===== config.mk =====
export PLATFORM = sky130hd
export DESIGN_NAME = linear_interpolation_resampler
export DESIGN_NICKNAME = d
export VERILOG_FILES = /design/src/rtl/lir_pkg.sv /design/src/rtl/linear_interpolation_resampler.sv /design/src/rtl/lir_interp.sv
export VERILOG_INCLUDE_DIRS = /design/src /design/src/rtl
export SDC_FILE = /design/constraint.sdc
export NUM_CORES = 1
export LEC_CHECK = 0
export BUFFER_PORTS_ARGS = -buffer_cell sky130_fd_sc_hd__buf_2
export CAP_MARGIN = 5
export CORE_ASPECT_RATIO = 0.8
export CORE_MARGIN = 8
export CORE_UTILIZATION = 33
export CTS_CLUSTER_SIZE = 12
export DETAILED_ROUTE_END_ITERATION = 10
export PLACE_DENSITY = 0.59
export SLEW_MARGIN = 20
export SYNTH_ARGS = -nofsm -noshare
export SYNTH_HDL_FRONTEND = slang
export SYNTH_SLANG_ARGS = --single-unit

===== constraint.sdc =====
create_clock -name clk_i -period 21.2 [get_ports clk_i]
set_input_delay 3.18 -clock clk_i [delete_from_list [all_inputs] [get_ports clk_i]]
set_output_delay 3.18 -clock clk_i [all_outputs]
set_load 0.005 [all_outputs]

===== src/rtl/linear_interpolation_resampler_assert.svh =====
// ----------------------------------------------------------------------------
// linear interpolation resampler assertion macros
// concurrent assertion wrappers, compiled away when SYNTH is defined
// ----------------------------------------------------------------------------
`ifndef LINEAR_INTERPOLATION_RESAMPLER_ASSERT_SVH
`define LINEAR_INTERPOLATION_RESAMPLER_ASSERT_SVH

`ifndef SYNTH
// property that holds in the same cycle
`define LIR_ASSERT(label, clk, rst_n, prop, msg) \
  label: assert property (@(posedge clk) disable iff (!rst_n) prop) else $error(msg);
// consequent that must hold in the cycle after the antecedent
`define LIR_ASSERT_NEXT(label, clk, rst_n, ante, cons, msg) \
  label: assert property (@(posedge clk) disable iff (!rst_n) (ante) |=> (cons)) else $error(msg);
`else
`define LIR_ASSERT(label, clk, rst_n, prop, msg)
`define LIR_ASSERT_NEXT(label, clk, rst_n, ante, cons, msg)
`endif

`endif


===== src/rtl/lir_pkg.sv =====
// ----------------------------------------------------------------------------
// lir_pkg
// shared types and constants of the linear interpolation resampler
// ----------------------------------------------------------------------------
package lir_pkg;

  // configuration register
  localparam int CFG_W = 20;
  localparam logic [CFG_W-1:0] RATIO_RESET = 20'd65536;
  localparam logic REG_RATIO_IDX = 1'b0;

  // results one input beat can cause
  localparam int MAX_RES = 8;
  localparam int CNT_W = 4;

  typedef enum logic [2:0] {
    ST_IDLE,
    ST_PEND,
    ST_MUL,
    ST_ADD,
    ST_TAIL,
    ST_LAST
  } lir_state_e;

endpackage


===== src/rtl/linear_interpolation_resampler.sv =====
// ----------------------------------------------------------------------------
// linear_interpolation_resampler
// block-based linear interpolation sample rate converter with stream ports
// ----------------------------------------------------------------------------
// Samples of a block enter one beat at a time and leave resampled at the
// ratio held in rate_ratio (unsigned Q4.16, input rate over output rate,
// clamped to 0.25..12). After accept a beat passes through ST_PEND, then
// ST_MUL and ST_ADD for each interpolated output, at block end ST_TAIL for
// each repeated tail output, and last ST_LAST, waiting while the output
// side stalls; s_axis_tready is high only between beats. Interpolated
// outputs share the single multiplier in lir_interp, and the staging path
// takes at most one result per cycle.
// An output waits in a staging register until the next one is known so
// that run_end can be marked; tlast carries out_block_end.
module linear_interpolation_resampler
  import lir_pkg::*;
#(
  parameter int SAMPLE_BITS = 16,
  parameter int FRAC_BITS   = 16
) (
  input  logic                 clk_i,
  input  logic                 rst_ni,
  // input stream
  input  logic                 s_axis_tvalid,
  output logic                 s_axis_tready,
  // tdata: [SAMPLE_BITS-1:0] in_sample, rest zero
  input  logic [((SAMPLE_BITS+7)/8)*8-1:0] s_axis_tdata,
  // tlast: in_block_end
  input  logic                 s_axis_tlast,
  // output stream
  output logic                 m_axis_tvalid,
  input  logic                 m_axis_tready,
  // tdata: [SAMPLE_BITS-1:0] out_sample, rest zero
  output logic [((SAMPLE_BITS+7)/8)*8-1:0] m_axis_tdata,
  // tlast: out_block_end
  output logic                 m_axis_tlast,
  // tuser: [0] run_end, [1] no_sample
  output logic [1:0]           m_axis_tuser,
  // configuration
  input  logic                 psel,
  input  logic                 penable,
  input  logic                 pwrite,
  input  logic [2:0]           paddr,
  input  logic [31:0]          pwdata,
  output logic [31:0]          prdata,
  output logic                 pready
);

  localparam int DW      = ((SAMPLE_BITS + 7) / 8) * 8;
  localparam int OFF_W   = FRAC_BITS + 5;
  localparam int RATIO_W = FRAC_BITS + 4;
  localparam int CW      = (CFG_W > RATIO_W) ? CFG_W : RATIO_W;
  localparam int ONE     = 2 ** FRAC_BITS;

  localparam logic [CW-1:0]    RATIO_LO = CW'(ONE / 4);
  localparam logic [CW-1:0]    RATIO_HI = CW'(12 * ONE);
  localparam logic [OFF_W-1:0] ONE_V    = OFF_W'(ONE);
  localparam logic [OFF_W-1:0] TWO_V    = OFF_W'(2 * ONE);

  lir_state_e state_q, state_d;

  logic [CFG_W-1:0]       ratio_cfg_q;
  logic [RATIO_W-1:0]     ratio_q, ratio_d;
  logic signed [SAMPLE_BITS-1:0] cur_q, cur_d;
  logic signed [SAMPLE_BITS-1:0] prev_q, prev_d;
  logic                   end_q, end_d;
  logic [OFF_W-1:0]       off_q, off_d;
  logic signed [SAMPLE_BITS-1:0] held_q, held_d;
  logic [OFF_W-1:0]       next_off_q, next_off_d;
  logic                   have_held_q, have_held_d;
  logic signed [SAMPLE_BITS-1:0] pend_val_q, pend_val_d;
  logic [OFF_W-1:0]       pend_end_q, pend_end_d;
  logic                   pend_valid_q, pend_valid_d;
  logic signed [SAMPLE_BITS-1:0] stg_val_q, stg_val_d;
  logic                   stg_nos_q, stg_nos_d;
  logic                   stg_valid_q, stg_valid_d;
  logic [CNT_W-1:0]       res_cnt_q, res_cnt_d;
  logic signed [SAMPLE_BITS-1:0] out_sample_q, out_sample_d;
  logic                   out_run_q, out_run_d;
  logic                   out_blk_q, out_blk_d;
  logic                   out_nos_q, out_nos_d;
  logic                   out_valid_q, out_valid_d;

  logic [CW-1:0]          cfg_ext;
  logic [CW-1:0]          ratio_clamp;
  logic [OFF_W-1:0]       sum_w;
  logic                   out_free;
  logic                   can_emit;
  logic                   mul_load;
  logic signed [SAMPLE_BITS-1:0] interp_val;
  logic                   cfg_wr;

  // configuration port
  assign pready = 1'b1;
  assign cfg_wr = psel && penable && pwrite && pready && (paddr[2] == REG_RATIO_IDX);
  assign prdata = (paddr[2] == REG_RATIO_IDX) ? 32'(ratio_cfg_q) : 32'd0;

  assign cfg_ext     = CW'(ratio_cfg_q);
  assign ratio_clamp = (cfg_ext < RATIO_LO) ? RATIO_LO :
                       (cfg_ext > RATIO_HI) ? RATIO_HI : cfg_ext;

  // shared position adder
  assign sum_w    = off_q + OFF_W'(ratio_q);
  assign out_free = !out_valid_q || m_axis_tready;
  assign can_emit = !stg_valid_q || out_free;

  lir_interp #(
    .SAMPLE_BITS (SAMPLE_BITS),
    .FRAC_BITS   (FRAC_BITS)
  ) u_interp (
    .clk_i   (clk_i),
    .load_i  (mul_load),
    .a_i     (prev_q),
    .b_i     (cur_q),
    .frac_i  (off_q[FRAC_BITS-1:0]),
    .value_o (interp_val)
  );

  always_comb begin
    logic                          emit;
    logic signed [SAMPLE_BITS-1:0] emit_val;
    logic                          emit_nos;
    logic                          finish;

    emit     = 1'b0;
    emit_val = '0;
    emit_nos = 1'b0;
    finish   = 1'b0;
    mul_load = 1'b0;
    s_axis_tready = 1'b0;

    state_d      = state_q;
    ratio_d      = ratio_q;
    cur_d        = cur_q;
    prev_d       = prev_q;
    end_d        = end_q;
    off_d        = off_q;
    held_d       = held_q;
    next_off_d   = next_off_q;
    have_held_d  = have_held_q;
    pend_val_d   = pend_val_q;
    pend_end_d   = pend_end_q;
    pend_valid_d = pend_valid_q;
    stg_val_d    = stg_val_q;
    stg_nos_d    = stg_nos_q;
    stg_valid_d  = stg_valid_q;
    res_cnt_d    = res_cnt_q;
    out_sample_d = out_sample_q;
    out_run_d    = out_run_q;
    out_blk_d    = out_blk_q;
    out_nos_d    = out_nos_q;
    out_valid_d  = out_valid_q;

    if (out_valid_q && m_axis_tready) begin
      out_valid_d = 1'b0;
    end

    unique case (state_q)
      ST_IDLE: begin
        s_axis_tready = 1'b1;
        if (s_axis_tvalid) begin
          cur_d     = $signed(s_axis_tdata[SAMPLE_BITS-1:0]);
          end_d     = s_axis_tlast;
          ratio_d   = RATIO_W'(ratio_clamp);
          res_cnt_d = '0;
          // positions relative to the previous sample
          if (have_held_q) begin
            prev_d = held_q;
            off_d  = next_off_q;
          end else begin
            prev_d = $signed(s_axis_tdata[SAMPLE_BITS-1:0]);
            off_d  = next_off_q + ONE_V;
          end
          state_d = ST_PEND;
        end
      end
      ST_PEND: begin
        if (pend_valid_q && (pend_end_q <= ONE_V)) begin
          if (can_emit) begin
            emit         = 1'b1;
            emit_val     = pend_val_q;
            pend_valid_d = 1'b0;
            state_d      = ST_MUL;
          end
        end else begin
          state_d = ST_MUL;
        end
      end
      ST_MUL: begin
        if (off_q < ONE_V) begin
          mul_load = 1'b1;
          state_d  = ST_ADD;
        end else begin
          state_d = end_q ? ST_TAIL : ST_LAST;
        end
      end
      ST_ADD: begin
        if (sum_w <= TWO_V) begin
          if (can_emit) begin
            emit     = 1'b1;
            emit_val = interp_val;
            off_d    = sum_w;
            state_d  = ST_MUL;
          end
        end else begin
          // value known now, existence only once the block length is
          pend_val_d   = interp_val;
          pend_end_d   = sum_w - ONE_V;
          pend_valid_d = 1'b1;
          off_d        = sum_w;
          state_d      = ST_MUL;
        end
      end
      ST_TAIL: begin
        if ((off_q < TWO_V) && (sum_w <= TWO_V) && (res_cnt_q < CNT_W'(MAX_RES))) begin
          if (can_emit) begin
            emit     = 1'b1;
            emit_val = cur_q;
            off_d    = sum_w;
          end
        end else begin
          if (res_cnt_q == '0) begin
            emit     = 1'b1;
            emit_nos = 1'b1;
          end
          state_d = ST_LAST;
        end
      end
      ST_LAST: begin
        if (!stg_valid_q || out_free) begin
          if (stg_valid_q) begin
            out_sample_d = stg_val_q;
            out_nos_d    = stg_nos_q;
            out_run_d    = 1'b1;
            out_blk_d    = end_q;
            out_valid_d  = 1'b1;
            stg_valid_d  = 1'b0;
          end
          finish  = 1'b1;
          state_d = ST_IDLE;
        end
      end
      default: begin
        state_d = ST_IDLE;
      end
    endcase

    // staged result moves out when a newer one arrives
    if (emit) begin
      if (stg_valid_q) begin
        out_sample_d = stg_val_q;
        out_nos_d    = stg_nos_q;
        out_run_d    = 1'b0;
        out_blk_d    = 1'b0;
        out_valid_d  = 1'b1;
      end
      stg_val_d   = emit_val;
      stg_nos_d   = emit_nos;
      stg_valid_d = 1'b1;
      res_cnt_d   = res_cnt_q + CNT_W'(1);
    end

    if (finish) begin
      if (end_q) begin
        held_d       = '0;
        next_off_d   = '0;
        have_held_d  = 1'b0;
        pend_val_d   = '0;
        pend_end_d   = '0;
        pend_valid_d = 1'b0;
      end else begin
        held_d      = cur_q;
        have_held_d = 1'b1;
        next_off_d  = off_q - ONE_V;
        if (pend_valid_q && (pend_end_q >= ONE_V)) begin
          pend_end_d = pend_end_q - ONE_V;
        end
      end
    end
  end

  always_ff @(posedge clk_i or negedge rst_ni) begin
    if (!rst_ni) begin
      state_q <= ST_IDLE;
    end else begin
      state_q <= state_d;
    end
  end

  always_ff @(posedge clk_i or negedge rst_ni) begin
    if (!rst_ni) begin
      ratio_cfg_q  <= RATIO_RESET;
      held_q       <= '0;
      next_off_q   <= '0;
      have_held_q  <= 1'b0;
      pend_valid_q <= 1'b0;
      stg_valid_q  <= 1'b0;
      res_cnt_q    <= '0;
      out_valid_q  <= 1'b0;
    end else begin
      if (cfg_wr) begin
        ratio_cfg_q <= pwdata[CFG_W-1:0];
      end
      held_q       <= held_d;
      next_off_q   <= next_off_d;
      have_held_q  <= have_held_d;
      pend_valid_q <= pend_valid_d;
      stg_valid_q  <= stg_valid_d;
      res_cnt_q    <= res_cnt_d;
      out_valid_q  <= out_valid_d;
    end
  end

  always_ff @(posedge clk_i) begin
    ratio_q      <= ratio_d;
    cur_q        <= cur_d;
    prev_q       <= prev_d;
    end_q        <= end_d;
    off_q        <= off_d;
    pend_val_q   <= pend_val_d;
    pend_end_q   <= pend_end_d;
    stg_val_q    <= stg_val_d;
    stg_nos_q    <= stg_nos_d;
    out_sample_q <= out_sample_d;
    out_run_q    <= out_run_d;
    out_blk_q    <= out_blk_d;
    out_nos_q    <= out_nos_d;
  end

  assign m_axis_tvalid = out_valid_q;
  assign m_axis_tdata  = DW'($unsigned(out_sample_q));
  assign m_axis_tlast  = out_blk_q;
  assign m_axis_tuser  = {out_nos_q, out_run_q};

`include "linear_interpolation_resampler_assert.svh"

  `LIR_ASSERT(a_ready_stage_empty, clk_i, rst_ni, s_axis_tready |-> !stg_valid_q, "stage busy")
  `LIR_ASSERT(a_blk_run_end, clk_i, rst_ni, (out_valid_q && out_blk_q) |-> out_run_q, "no run end")
  `LIR_ASSERT(a_nos_zero, clk_i, rst_ni, out_valid_q && out_nos_q |-> out_sample_q == '0, "bad data")
  `LIR_ASSERT_NEXT(a_start, clk_i, rst_ni, s_axis_tvalid && s_axis_tready, state_q == ST_PEND, "idle")

endmodule


===== src/rtl/lir_interp.sv =====
// ----------------------------------------------------------------------------
// lir_interp
// shared interpolation unit: registered (b - a) * frac, then round to
// nearest and saturate a + product to the sample width
// ----------------------------------------------------------------------------
module lir_interp #(
  parameter int SAMPLE_BITS = 16,
  parameter int FRAC_BITS   = 16
) (
  input  logic                          clk_i,
  input  logic                          load_i,
  input  logic signed [SAMPLE_BITS-1:0] a_i,
  input  logic signed [SAMPLE_BITS-1:0] b_i,
  input  logic        [FRAC_BITS-1:0]   frac_i,
  output logic signed [SAMPLE_BITS-1:0] value_o
);

  localparam int PW = SAMPLE_BITS + FRAC_BITS + 2;
  localparam int SW = SAMPLE_BITS + FRAC_BITS + 3;
  localparam int HALF = 2 ** (FRAC_BITS - 1);

  localparam logic signed [SW-1:0] SAT_HI =
    SW'($signed({1'b0, {(SAMPLE_BITS-1){1'b1}}}));
  localparam logic signed [SW-1:0] SAT_LO =
    SW'($signed({1'b1, {(SAMPLE_BITS-1){1'b0}}}));

  logic signed [SAMPLE_BITS:0]   diff;
  logic signed [FRAC_BITS:0]     frac_s;
  logic signed [PW-1:0]          prod_d;
  logic signed [PW-1:0]          prod_q;
  logic signed [SAMPLE_BITS-1:0] a_q;
  logic signed [SW-1:0]          sum;
  logic signed [SW-1:0]          quot;

  assign diff   = (SAMPLE_BITS+1)'(b_i) - (SAMPLE_BITS+1)'(a_i);
  assign frac_s = $signed({1'b0, frac_i});
  assign prod_d = PW'(diff) * PW'(frac_s);

  always_ff @(posedge clk_i) begin
    if (load_i) begin
      prod_q <= prod_d;
      a_q    <= a_i;
    end
  end

  // arithmetic shift is floor division, ties round up
  assign sum  = (SW'(a_q) <<< FRAC_BITS) + SW'(prod_q) + SW'(HALF);
  assign quot = sum >>> FRAC_BITS;

  always_comb begin
    if (quot > SAT_HI) begin
      value_o = SAT_HI[SAMPLE_BITS-1:0];
    end else if (quot < SAT_LO) begin
      value_o = SAT_LO[SAMPLE_BITS-1:0];
    end else begin
      value_o = quot[SAMPLE_BITS-1:0];
    end
  end

endmodule


## Yosys cells after proc, flatten, opt, wreduce, memory -nomap -nowiden

Cells that the tools add are included.

| word-level totals | value |
|---|---|
| register bits after elaboration | 265 |
| RAM bits | 0 |
| memories | 0 |
| input bits | 59 |
| bits in latches | 0 |
| word-level logic and storage cells | 169 |
| output and inout port bits | 54 |
| ROM bits | 0 |

| operators by class | value |
|---|---|
| shift operators | 0 |
| order comparisons | 10 |
| reductions and logical operators | 26 |
| mux-type cells | 87 |
| equality and inequality tests | 9 |
| bitwise gates (word level) | 2 |
| multipliers | 1 |
| add/sub/neg operators | 9 |
| divide/modulo/power cells | 0 |

Operator list:

| operator | count |
|---|---|
| 16-bit 2-to-1 mux | 19 |
| 21-bit 2-to-1 mux | 11 |
| 21-bit one-hot mux with 3 select lines | 1 |
| 21-bit by 17-bit subtractor with 21-bit output, second input constant | 3 |
| 16-bit one-hot mux with 3 select lines | 1 |
| 1-bit 2-to-1 mux | 40 |
| 20-bit 2-to-1 mux | 2 |
| 32-bit by 34-bit adder with 35-bit output | 1 |
| 35-bit by 17-bit adder with 35-bit output, second input constant | 1 |
| 17-bit by 17-bit multiplier with 34-bit output | 1 |
| 21-bit by 17-bit adder with 21-bit output, second input constant | 1 |
| 21-bit by 20-bit adder with 21-bit output | 1 |
| 21-bit by 17-bit greater-or-equal comparator with 1-bit output, second input constant | 1 |
| 21-bit by 17-bit <= comparator with 1-bit output, second input constant | 1 |
| 21-bit by 18-bit <= comparator with 1-bit output, second input constant | 1 |
| 21-bit by 17-bit < comparator with 1-bit output, second input constant | 1 |
| 21-bit by 18-bit < comparator with 1-bit output, second input constant | 1 |
| 3-bit 2-to-1 mux | 7 |
| 20-bit greater-than comparator, second input constant | 1 |
| 20-bit by 15-bit < comparator with 1-bit output, second input constant | 1 |
| 19-bit by 16-bit greater-than comparator with 1-bit output, second input constant | 1 |
| 19-bit by 16-bit < comparator with 1-bit output, second input constant | 1 |
| 3-bit one-hot mux with 6 select lines | 1 |
| 16-bit by 16-bit subtractor with 17-bit output | 1 |
| 20 further kinds | 44 |

## Longest topological paths before layout

| logic depth | value |
|---|---|
| depth in word-level cells | 9 |
| gate-level depth with buffers | 37 |

## Modules after synthesis

From an unflattened synthesis, not the netlist that was laid out.

| unflattened totals | value |
|---|---|
| cell total of the unflattened synthesis | 2,485 |
| area, all modules | 24,070.6 sq um |

Modules (own cells, without submodules):

| module | cells each | sequential area each (sq um) | times used | area each (sq um) |
|---|---|---|---|---|
| lir_interp | 1,396 | 1,051.0 | 1 | 12,893.6 |
| linear_interpolation_resampler | 1,089 | 5,896.9 | 1 | 11,177.0 |

## Least setup slack after synthesis

OpenSTA, ideal clock, no wires.

| timing path | value |
|---|---|
| kind | register -> register |
| from | register prev_q[1] |
| to | register u_interp.prod_q[33], data pin |
| setup time | 0.260 ns |
| arrival | 7.864 ns |
| setup slack | 13.076 ns |
| stages on the path, launching flop included | 33 |
| path through | edfxtp_1 > inv_1 > ha_1 > nor2b_1 > o21ai_0 > a21boi_0 > o21ai_0 > a21boi_0 > o2111ai_1 > a31oi_1 > a41oi_1 > o311a_1 > clkbuf_1 > nand2_1 > fa_1 > fa_1 > inv_1 > fa_1 > inv_1 > fa_1 > fa_1 > fa_1 > inv_1 > ha_1 > nand3_1 > or2_2 > o21bai_1 > a211oi_1 > o21ai_0 > a31oi_1 > o21bai_1 > a21oi_1 > xnor2_1 |

| between the ends | value |
|---|---|
| word-level cells in the longest chain between the ends | 2 |

RTL lines:

| element | line | text |
|---|---|---|
| start: declaration | linear_interpolation_resampler.sv:65 | `logic signed [SAMPLE_BITS-1:0] prev_q, prev_d;` |
| start signal: assignment | linear_interpolation_resampler.sv:317 | `prev_q <= prev_d;` |
| 16-bit by 16-bit subtractor with 17-bit output | lir_interp.sv:35 | `assign diff = (SAMPLE_BITS+1)'(b_i) - (SAMPLE_BITS+1)'(a_i);` |
| 17-bit by 17-bit multiplier with 34-bit output | lir_interp.sv:37 | `assign prod_d = PW'(diff) * PW'(frac_s);` |
| via u_interp.prod_d[33] | lir_interp.sv:29 | `logic signed [PW-1:0] prod_d;` |
| end signal: assignment | lir_interp.sv:41 | `prod_q <= prod_d;` |
| end: declaration | lir_interp.sv:30 | `logic signed [PW-1:0] prod_q;` |

The timed path passes the listed nets, and every way through them passes these cells.
A chain may end at the register's enable or synchronous reset.

## Worst setup path in the final report

Ends and elaborated chain as after synthesis.

==> metrics.md <==
| Metric | Value |
|---|---|
| Slew @ Worst Pin | 1.08 ns |
| Post-synth top area share | 22.3% |
| Worst path slowest cell | o21ai_0 |
| Most common cell after layout, fill and taps aside | inv_1 |
| Post-synth ARST share | 27.2% |
| Min-Delay Endpoint | u_interp.a_q[3]$_DFFE_PP_ |
| Reg2Reg Setup Slack | 11.56 ns |
| Hold_sp | prev_q[3]$_DFFE_PP_ |
| 1st-pass router iterations | 5 |
| Setup TNS | 0 ns |
| Post-route DRC | 0 |
| Share of cells above drive strength 1 | 9.21% |
| Initial antenna violation count | 0 |
| Core outline area | 73800 um^2 |
| Synth area leader | fa_1 |
| Critical path fanouts, max | 33 |
| Cts hold-fix bufs | 0 |
| Starting Density | 33.4% |
| Setup WS pre-CTS | 11.65 ns |
| Vias in the first global route | 17882 |
| Arrival @ worst endpoint | 9.93 ns |
| Synthesized area | 24600 um^2 |
| CTS sink cnt | 250 |
| R2R cell count | 34 |
| YS warnings | 0 |
| RSZ-0062 raised after global routing | false |
| Gpl congestion | 0.809 |
| Main synth FF type | edfxtp_1 |
| Reg-to-Reg Start | prev_q[1]$_DFFE_PP_ |
| Final min period | 9.64 ns |
| Hold Path Depth | 0 |
| Dpl hpwl | 47.4 mm |
| Netlist cell types | 97 |
| Vias/cell | 4.97 |
| Worst min path class | reg2reg |
| Clock Skew | 0.0110 ns |
| Setup bufs post-CTS | 0 |
| CP startpoint kind | register |
| WHS | 0.455 ns |
| Cts bufs inserted | 26 |
| Syn Inst Count | 2586 |
| Slew Viols, Final | 0 |
| N_diodes | 0 |
| Synth Register Bits | 250 |
| Placement row count | 89 |
| Hold Vio Cnt, Final | 0 |
| Placed instance area | 26100 um^2 |
| Pin count of the biggest net entering global routing | 77 |
| CTS Buffer Depth | 3 |
| Commonest non-fill, non-tap cells in the layout | inv_1, nand2_1, fa_1 |
| Clock Tree Root | clkbuf_16 |
| Drt first-iter violations | 1275 |
| Final setup viols | 0 |
| Total global-route track usage | 14.8% |
| Number of flops mapped to enable cells by yosys | 160 |
| FF-to-FF End | u_interp.prod_q[33]$_DFFE_PP_ |
| Grt ovf | 0 |
| Skew-Pair Late Insertion Delay | 0.55 ns |
| Max Cap Viol | 0 |
| Dominant cells by area after synthesis | fa_1, edfxtp_1, ha_1 |
| Fin area | 27000 um^2 |
| Cell mode on critical path | fa_1 |
| DIE HEIGHT | 260 um |
| Fmax | 104 MHz |
| Top-Level Pins | 113 |
| Max-slew headroom | 28.2% |
| Area Growth Syn to Fin | 9.39% |
| Outcome | completed |
| CTS tree | built |
| Tcrit/Tclk final | 45.5% |
| Die width | 322 um |
| H-tree depth | 1 |
| First-pass GRT wire length | 101 mm |
| CP Class | reg2reg |
| CP Capture Type | register |
| Wirelength, routed | 62.6 mm |
| Setup ws final | 11.56 ns |
| Die Area | 83700 um^2 |
| Routed len/inst | 17.3 um |
| Clk pin slew, worst setup/hold paths | 0.06 ns |
| Post-CTS sizing | 0 |
| Syn avg cell area | 9.53 um^2 |
| Sequential-to-total area share from yosys stat | 28.2% |
| Worst path required time | 21.49 ns |
| Fillcell total | 7483 |
| CP peak stage delay | 0.65 ns |
| Fin nets | 3089 |
| Routed Antenna Nets | 0 |
| Vias | 18025 |
| PortBufs | 85 |
==> kinds of logic (layout without fill, tap and decap cells) <==
logic type,after synthesis,in the layout,synth area share (%)
XOR/XNOR,74,74,2.63
flip-flops,250,250,28.2
AND/OR/NAND/NOR,781,781,15.8
AO/OA/AOI/OAI,426,426,11.5
multiplexers,73,73,3.22
adder cells (fa/ha/maj),423,423,29.8
other,2,13,0.0305
buffers and inverters,557,588,8.84
==> how the worst max path moves through the flow <==
stage	endpoint	slack [ns]	from
floorplan	u_interp.prod_q[33]$_DFFE_PP_	13.08	prev_q[1]$_DFFE_PP_
global placement	u_interp.prod_q[33]$_DFFE_PP_	11.71	prev_q[1]$_DFFE_PP_
detailed placement	u_interp.prod_q[33]$_DFFE_PP_	11.65	prev_q[1]$_DFFE_PP_
CTS	u_interp.prod_q[33]$_DFFE_PP_	11.54	prev_q[1]$_DFFE_PP_
global route	u_interp.prod_q[33]$_DFFE_PP_	10.94	prev_q[1]$_DFFE_PP_
finish	u_interp.prod_q[33]$_DFFE_PP_	11.56	prev_q[1]$_DFFE_PP_
==> synthesized netlist by cell type, types with 24 or more instances <==
master    count
a21oi_1     126
xnor2_1      50
ha_1        148
o21ai_0      88
mux2i_1      33
fa_1        274
edfxtp_1    160
o221ai_1     24
nor2b_1      49
clkbuf_1    112
xor2_1       24
o31ai_1      31
and3_1       29
dfrtp_1      67
nor2_1      119
nor3_1       26
mux2_2       38
nand2_1     290
and2_1      115
nand3_1      48
inv_1       405
==> routing by layer <==
| layer | track usage (%) | routed length, um | up-vias |
|---|---|---|---|
| met2 | 21.9 | 26200 | 483 |
| li1 | - | - | 8588 |
| met5 | 0 | 0 | - |
| met4 | 2.38 | 860 | 0 |
| met3 | 2.32 | 3660 | 62 |
| met1 | 22.8 | 31900 | 8892 |
==> stage by stage <==
| step | cells | util, % |
|---|---|---|
| 2_1_floorplan | 2597 | - |
| 3_3_place_gp | 3580 | 35.4 |
| 3_5_place_dp | 3580 | 35.4 |
| 4_1_cts | 3628 | 36.5 |
| 5_1_grt | 3629 | 36.5 |
| 6_report | 3629 | 36.5 |
==> flip-flops by register name (all words and copies together) (netlist names), 3 cells and up, named ones only <==
| name | count |
|---|---|
| res_cnt_q | 4 |
| cur_q | 16 |
| u_interp.prod_q | 19 |
| prev_q | 16 |
| state_q | 3 |
| cfg_ext | 20 |
| stg_val_q | 16 |
| pend_val_q | 16 |
| next_off_q | 21 |
| pend_end_q | 21 |
| off_q | 21 |
| ratio_q | 20 |
| held_q | 16 |
| u_interp.a_q | 16 |
==> cell type report <==
class	count	area [um^2]	share of cell area, %
multi-input cells	1790	15600	58.0
flip-flops and latches	250	6950	25.8
inverters	408	1530	5.68
well taps	1001	1250	4.65
repair buffers	132	785	2.91
clock buffers	44	759	2.82
clock inverters	4	46.3	0.172
==> critical path: cells and delay by family, from the launching register on <==
kind | cells | cell delay, ns
xor+xnor | 1 | 0.14
flops | 1 | 0.45
buf+inv | 7 | 1.05
compound gates | 14 | 3.45
fa+ha+maj | 8 | 3.64
simple gates | 4 | 0.62
Power is left out: the tool's default activity adds up to more than one toggle a clock period on the data nets, which glitch-free logic cannot reach.
